<file path="src/design/multiply_divide_unit_top_defines.svh">
// Assertion macros for the multiply divide unit.
`ifndef MULTIPLY_DIVIDE_UNIT_TOP_DEFINES_SVH
`define MULTIPLY_DIVIDE_UNIT_TOP_DEFINES_SVH
`ifndef SYNTHESIS
`define MDU_ASSERT(label, prop) \
  label: assert property (@(posedge clk) disable iff (!rst_n) prop) else $error("mdu check");
`define MDU_ASSERT_ALL(label, prop) \
  label: assert property (@(posedge clk) prop) else $error("mdu check");
`else
`define MDU_ASSERT(label, prop)
`define MDU_ASSERT_ALL(label, prop)
`endif
`endif

</file>
<file path="src/design/mdu_pkg.sv">
// Shared types and constants for the multiply divide unit.
package mdu_pkg;
  localparam int DEFAULT_DATA_WIDTH = 64;

  typedef enum logic [2:0] {
    KIND_MUL    = 3'd0,
    KIND_MULH   = 3'd1,
    KIND_MULHSU = 3'd2,
    KIND_MULHU  = 3'd3,
    KIND_DIV    = 3'd4,
    KIND_DIVU   = 3'd5,
    KIND_REM    = 3'd6,
    KIND_REMU   = 3'd7
  } kind_t;

  typedef struct packed {
    kind_t       kind;
    logic [63:0] first_operand;
    logic [63:0] second_operand;
    logic [4:0]  dest_reg;
    logic [63:0] instr_pc;
    logic [1:0]  slot_tag;
  } in_t;

  typedef struct packed {
    logic [63:0] result_value;
    logic [4:0]  result_dest;
    logic [63:0] result_pc;
    logic [1:0]  result_slot;
  } out_t;

  // Fields that ride along the chain untouched
  typedef struct packed {
    kind_t       kind;
    logic        dz;
    logic [4:0]  dest;
    logic [63:0] pc;
    logic [1:0]  slot;
  } side_t;
endpackage

</file>
<file path="src/design/mdu_cell.sv">
// One step cell: one shift-add multiply step or one restoring divide step.
module mdu_cell #(
  parameter int DATA_WIDTH = mdu_pkg::DEFAULT_DATA_WIDTH
) (
  input  logic                  clk,
  input  logic                  rst_n,
  input  logic                  en,
  input  logic                  vld_i,
  input  mdu_pkg::side_t        side_i,
  input  logic [DATA_WIDTH-1:0] x_i,
  input  logic [DATA_WIDTH-1:0] y_i,
  input  logic [DATA_WIDTH-1:0] hi_i,
  input  logic [DATA_WIDTH-1:0] lo_i,
  input  logic [DATA_WIDTH-1:0] a_i,
  input  logic [DATA_WIDTH-1:0] b_i,
  output logic                  vld_o,
  output mdu_pkg::side_t        side_o,
  output logic [DATA_WIDTH-1:0] x_o,
  output logic [DATA_WIDTH-1:0] y_o,
  output logic [DATA_WIDTH-1:0] hi_o,
  output logic [DATA_WIDTH-1:0] lo_o,
  output logic [DATA_WIDTH-1:0] a_o,
  output logic [DATA_WIDTH-1:0] b_o
);
  logic                  vld_r;
  mdu_pkg::side_t        side_r;
  logic [DATA_WIDTH-1:0] x_r, y_r, hi_r, lo_r, a_r, b_r;
  logic [DATA_WIDTH-1:0] x_nxt, hi_nxt, lo_nxt;
  logic [DATA_WIDTH:0]   sum, rem, diff;
  logic                  ge;

  // Compute one step of either operation
  always_comb begin
    sum  = {1'b0, hi_i} + (x_i[0] ? {1'b0, y_i} : {(DATA_WIDTH+1){1'b0}});
    rem  = {hi_i, x_i[DATA_WIDTH-1]};
    diff = rem - {1'b0, y_i};
    ge   = (rem >= {1'b0, y_i});
    if (side_i.kind[2]) begin
      hi_nxt = ge ? diff[DATA_WIDTH-1:0] : rem[DATA_WIDTH-1:0];
      x_nxt  = {x_i[DATA_WIDTH-2:0], ge};
      lo_nxt = lo_i;
    end else begin
      hi_nxt = sum[DATA_WIDTH:1];
      lo_nxt = {sum[0], lo_i[DATA_WIDTH-1:1]};
      x_nxt  = {1'b0, x_i[DATA_WIDTH-1:1]};
    end
  end

  // Advance the stage when the chain moves
  always_ff @(posedge clk) begin
    if (!rst_n) begin
      vld_r <= 1'b0;
    end else if (en) begin
      vld_r <= vld_i;
    end
    if (en) begin
      side_r <= side_i;
      x_r    <= x_nxt;
      y_r    <= y_i;
      hi_r   <= hi_nxt;
      lo_r   <= lo_nxt;
      a_r    <= a_i;
      b_r    <= b_i;
    end
  end

  assign vld_o  = vld_r;
  assign side_o = side_r;
  assign x_o    = x_r;
  assign y_o    = y_r;
  assign hi_o   = hi_r;
  assign lo_o   = lo_r;
  assign a_o    = a_r;
  assign b_o    = b_r;
endmodule

</file>
<file path="config.mk">
export PLATFORM = sky130hd
export DESIGN_NAME = mdu_cell
export DESIGN_NICKNAME = d
export VERILOG_FILES = /design/src/design/multiply_divide_unit_top_defines.svh /design/src/design/mdu_pkg.sv /design/src/design/mdu_cell.sv
export SDC_FILE = /design/constraint.sdc
export NUM_CORES = 1
export LEC_CHECK = 0
export BUFFER_PORTS_ARGS = -buffer_cell sky130_fd_sc_hd__clkbuf_2
export CAP_MARGIN = 30
export CORE_AREA = 4 4 360 362
export CTS_CLUSTER_SIZE = 16
export DETAILED_ROUTE_END_ITERATION = 6
export DIE_AREA = 0 0 364 366
export PLACE_DENSITY = 0.46
export RECOVER_POWER = 50
export SETUP_SLACK_MARGIN = 0.02
export SYNTH_ARGS = -nofsm -noshare
export SYNTH_HDL_FRONTEND = slang
export SYNTH_SLANG_ARGS = --single-unit
</file>
<file path="constraint.sdc">
create_clock -name clk -period 4.1 [get_ports clk]
set_input_delay 0.82 -clock clk [delete_from_list [all_inputs] [get_ports clk]]
set_output_delay 0.82 -clock clk [all_outputs]
set_load 0.05 [all_outputs]
</file>
==> results by group <==
Synthesis
  • Count of flip-flops with a built-in enable after synthesis: 459
  • Commonest register cell after synthesis: sky130_fd_sc_hd__edfxtp_1
  • Syn_nets: 2669
  • Yosys warning count: 0
  • Area contributors post-synth: sky130_fd_sc_hd__edfxtp_1 56%, sky130_fd_sc_hd__ha_1 6.5%, sky130_fd_sc_hd__mux2_2 5.9%
  • Mapped Avg Cell Area: 11.9 µm²
  • Most used standard cells in the synthesized netlist: 459 x sky130_fd_sc_hd__edfxtp_1, 179 x sky130_fd_sc_hd__nand2_1, 155 x sky130_fd_sc_hd__a21oi_1
  • Portion of the post-synthesis area used by sequential elements: a little under three fifths
  • Most area-hungry cell type in the Yosys netlist: sky130_fd_sc_hd__edfxtp_1
  • Number of register bits inferred by synthesis: 460
  • Count leader, synth: sky130_fd_sc_hd__edfxtp_1
  • Synth async-reset ratio: 0%
  • Netlist cell types: 78
  • Combined area of all synthesized cells: 0.0247 mm²
  • Cell count after synthesis: 2076
  • Share of the synthesized area in the top cell type: a little under three fifths

GRT
  • Gr usage total: 17.4%
  • Vias in the first global route: 22.1k
  • Gr ovfl total: 0
  • Pin count of the biggest net entering global routing: 81
  • Wire length of the first global-routing pass: 165000 µm
  • Antenna violations before repair: 25

Job
  • Total of max-cap violations: 4

Floorplan
  • Die Footprint: about 0.13 mm²
  • Height of the die: 366 µm
  • Initial cell density of the core: between 10% and 20%
  • IO Count: about 920
  • Die Width: around 360 µm
  • Core outline area: roughly 0.13 mm²
  • Total number of placement rows: 131

Status
  • Failing checks: max-capacitance violations, max-slew violations
  • Result of the run: finished with violations

CTS
  • Number of buffers inserted during clock tree synthesis: 55
  • H-tree depth reported by CTS: 2
  • Insertion delay of the later-clocked pin in the worst-skew pair: ~640 ps
  • Reg clk slew, reported paths: 70 ps
  • Cell at the root of the clock tree: sky130_fd_sc_hd__clkbuf_16
  • Clock tree from TritonCTS: yes
  • Largest buffer count on any clock path: 3
  • TritonCTS Sinks: 460

Detailed routing
  • Average via count per standard cell: about 4.3
  • Detailed-route wire length per cell: 23.7 µm
  • Final ANT Viol Nets: 0
  • Drt total wl: 122000 µm
  • Number of iterations in the first detailed-routing pass: 5
  • Vias after detailed routing: between 20k and 25k
  • Number of DRC violations after detailed routing: 0
  • Drt initial violations: between 1k and 1.5k

Worst setup path
  • Crit path required time: 4520 ps
  • Reg-to-reg critical path endpoint: vld_o
  • Endpoint kind of the worst setup timing path: flip-flop
  • Cell-by-cell trace of the critical path: clkbuf_1, inv_1, ha_1, a21o_1, nand4_2, a211oi_2, o211ai_1, a311o_1, a211o_1, a21oi_4, a41oi_4, nor4_4, mux2i_1, o221a_1
  • Worst path max stage delay: 460 ps
  • Startpoint class of the critical path: input port
  • Critical R2R Launch: vld_o
  • Arrival @ worst endpoint: about 4400 ps
  • Critical path capture point: hi_o[62]
  • Worst-path maximum fanout: 4
  • Type of the setup path with the least slack: in2reg
  • Cell with the largest stage delay on the worst path: sky130_fd_sc_hd__a311o_1
  • Launching element of the worst setup path: y_i[2]
  • Minimum setup slack among reg-to-reg paths: 3460 ps
  • Cell depth of the worst flop-to-flop path: 2

Timing
  • Share of the clock period used by the worst path: 96.3%
  • RSZ-0062 raised after global routing: false
  • Hold violation count in the final report: 0
  • Endpoints failing setup: 0
  • Pins over their slew limit: 277
  • Achievable Freq: 0.253 GHz
  • Final period demand of the worst path: 3950 ps
  • Worst hold slack: roughly 340 ps
  • Actual slew at the worst max-slew pin: 2300 ps
  • Worst-case headroom to the max-slew limit: -53.4%
  • Post-route clock skew: 0 ps

Cells and area
  • Fillcell total: roughly 14k
  • Area of all placed cells without fillers: 0.0362 mm²
  • Total number of nets in the final design: 4009
  • Area grow syn2layout: 46.3%
  • Utilization after layout: 28.6%
  • Share of cells above drive strength 1: 44.4%

Placement
  • Last weighted congestion value of the routability-driven placer: 0.889
  • Number of I/O port buffers: 922
  • Area post-placement: 0.0346 mm²
  • Detail Placement HPWL: 104000 µm

Power
  • Leak pwr: about 16 nW
  • Power density over the cells: 429 mW/mm²
  • Maximum resistive drop on vdd: 0.283 mV

Hold path
  • Min-Delay Path Class: in2reg
==> sequential cells by signal (all words and copies together) (netlist names) <==
name,flops
side_o,75
a_o,64
b_o,64
hi_o,64
lo_o,64
x_o,64
y_o,64
vld_o,1
==> logic make-up (layout without fill, tap and decap cells) <==
kind of cell | Yosys count | in the layout | synth area share, %
mux | 145 | 145 | 6.52
other cells | 0 | 7 | 0
compound gates | 524 | 524 | 13.9
fa+ha+maj | 130 | 130 | 6.63
xor+xnor | 111 | 111 | 3.93
flops | 460 | 460 | 55.8
simple gates | 520 | 520 | 10.3
buf+inv | 186 | 1571 | 2.93
==> layout by cell type, fill, tap and decap left out, drive strengths merged, types with 44 or more instances in the layout <==
| cell | netlist | routed |
|---|---|---|
| a21oi | 158 | 158 |
| clkbuf | 63 | 1016 |
| inv | 98 | 100 |
| o21ai | 105 | 105 |
| nor2 | 96 | 96 |
| buf | 25 | 426 |
| xnor2 | 67 | 67 |
| edfxtp | 459 | 459 |
| and2 | 73 | 73 |
| mux2 | 129 | 129 |
| xor2 | 44 | 44 |
| ha | 128 | 128 |
| a21o | 63 | 63 |
| nand2 | 179 | 179 |
==> cell type report <==
class	instances	area [µm²]	area share [%]
well taps	1662	2080	5.74
repair buffers	1371	7920	21.9
clock buffers	71	1440	3.97
inverters	98	368	1.02
multi-input cells	1430	10300	28.3
flip-flops and latches	460	13800	38.1
diodes	7	17.5	0.0484
clock inverters	31	334	0.922
==> metrics by stage <==
step / total power, mW / cells / setup TNS, ps / setup slack, ps
5_1_grt: 16.3 / 5129 / 0 / 20.4
4_1_cts: 15.8 / 5122 / 0 / 91.7
6_report: 15.5 / 5130 / 0 / 152
3_5_place_dp: 10.8 / 5020 / -13950 / -634
3_3_place_gp: 10.9 / 5020 / -14010 / -667
2_1_floorplan: 8.76 / 2076 / 0 / 6.59
==> how the worst min path moves through the flow <==
stage	start	to	slack [ps]	cells past startpoint
2_1_floorplan	vld_o	vld_o	740	2
3_3_place_gp	vld_o	vld_o	500	2
3_5_place_dp	vld_o	vld_o	530	2
4_1_cts	b_i[40]	b_o[40]	280	1
5_1_grt	b_i[58]	b_o[58]	300	1
6_report	b_i[40]	b_o[40]	340	1
==> metal layers <==
layer / track usage [%] / wire, µm
met1: 18.9 / 45200
met2: 29.9 / 59000
met5: 0 / 126
met3: 6.84 / 12000
met4: 7.46 / 5470
==> what timing repair did <==
action	in CTS	in global routing
endpoints found under the hold margin	0	0
buffers inserted	0	1
hold buffers	0	0
resized for setup	0	8
setup endpoints to repair	0	12
==> where the power goes <==
part | total, mW | leakage [nW] | internal [mW] | switching, mW
clock network | 4.85 | 0.853 | 2.75 | 2.10
logic | 4.84 | 10.6 | 1.51 | 3.33
registers | 5.86 | 4.50 | 5.70 | 0.153
total | 15.5 | 16.0 | 9.96 | 5.58
==> worst max-delay path, delay by kind of cell <==
kind                     cells  cell delay (ps)
AND/OR/NAND/NOR              2              320
AO/OA/AOI/OAI                8             2330
multiplexers                 1              120
adder cells (fa/ha/maj)      1              330
buffers and inverters        2              430
Note: power is estimated with default switching activity, not from simulation.
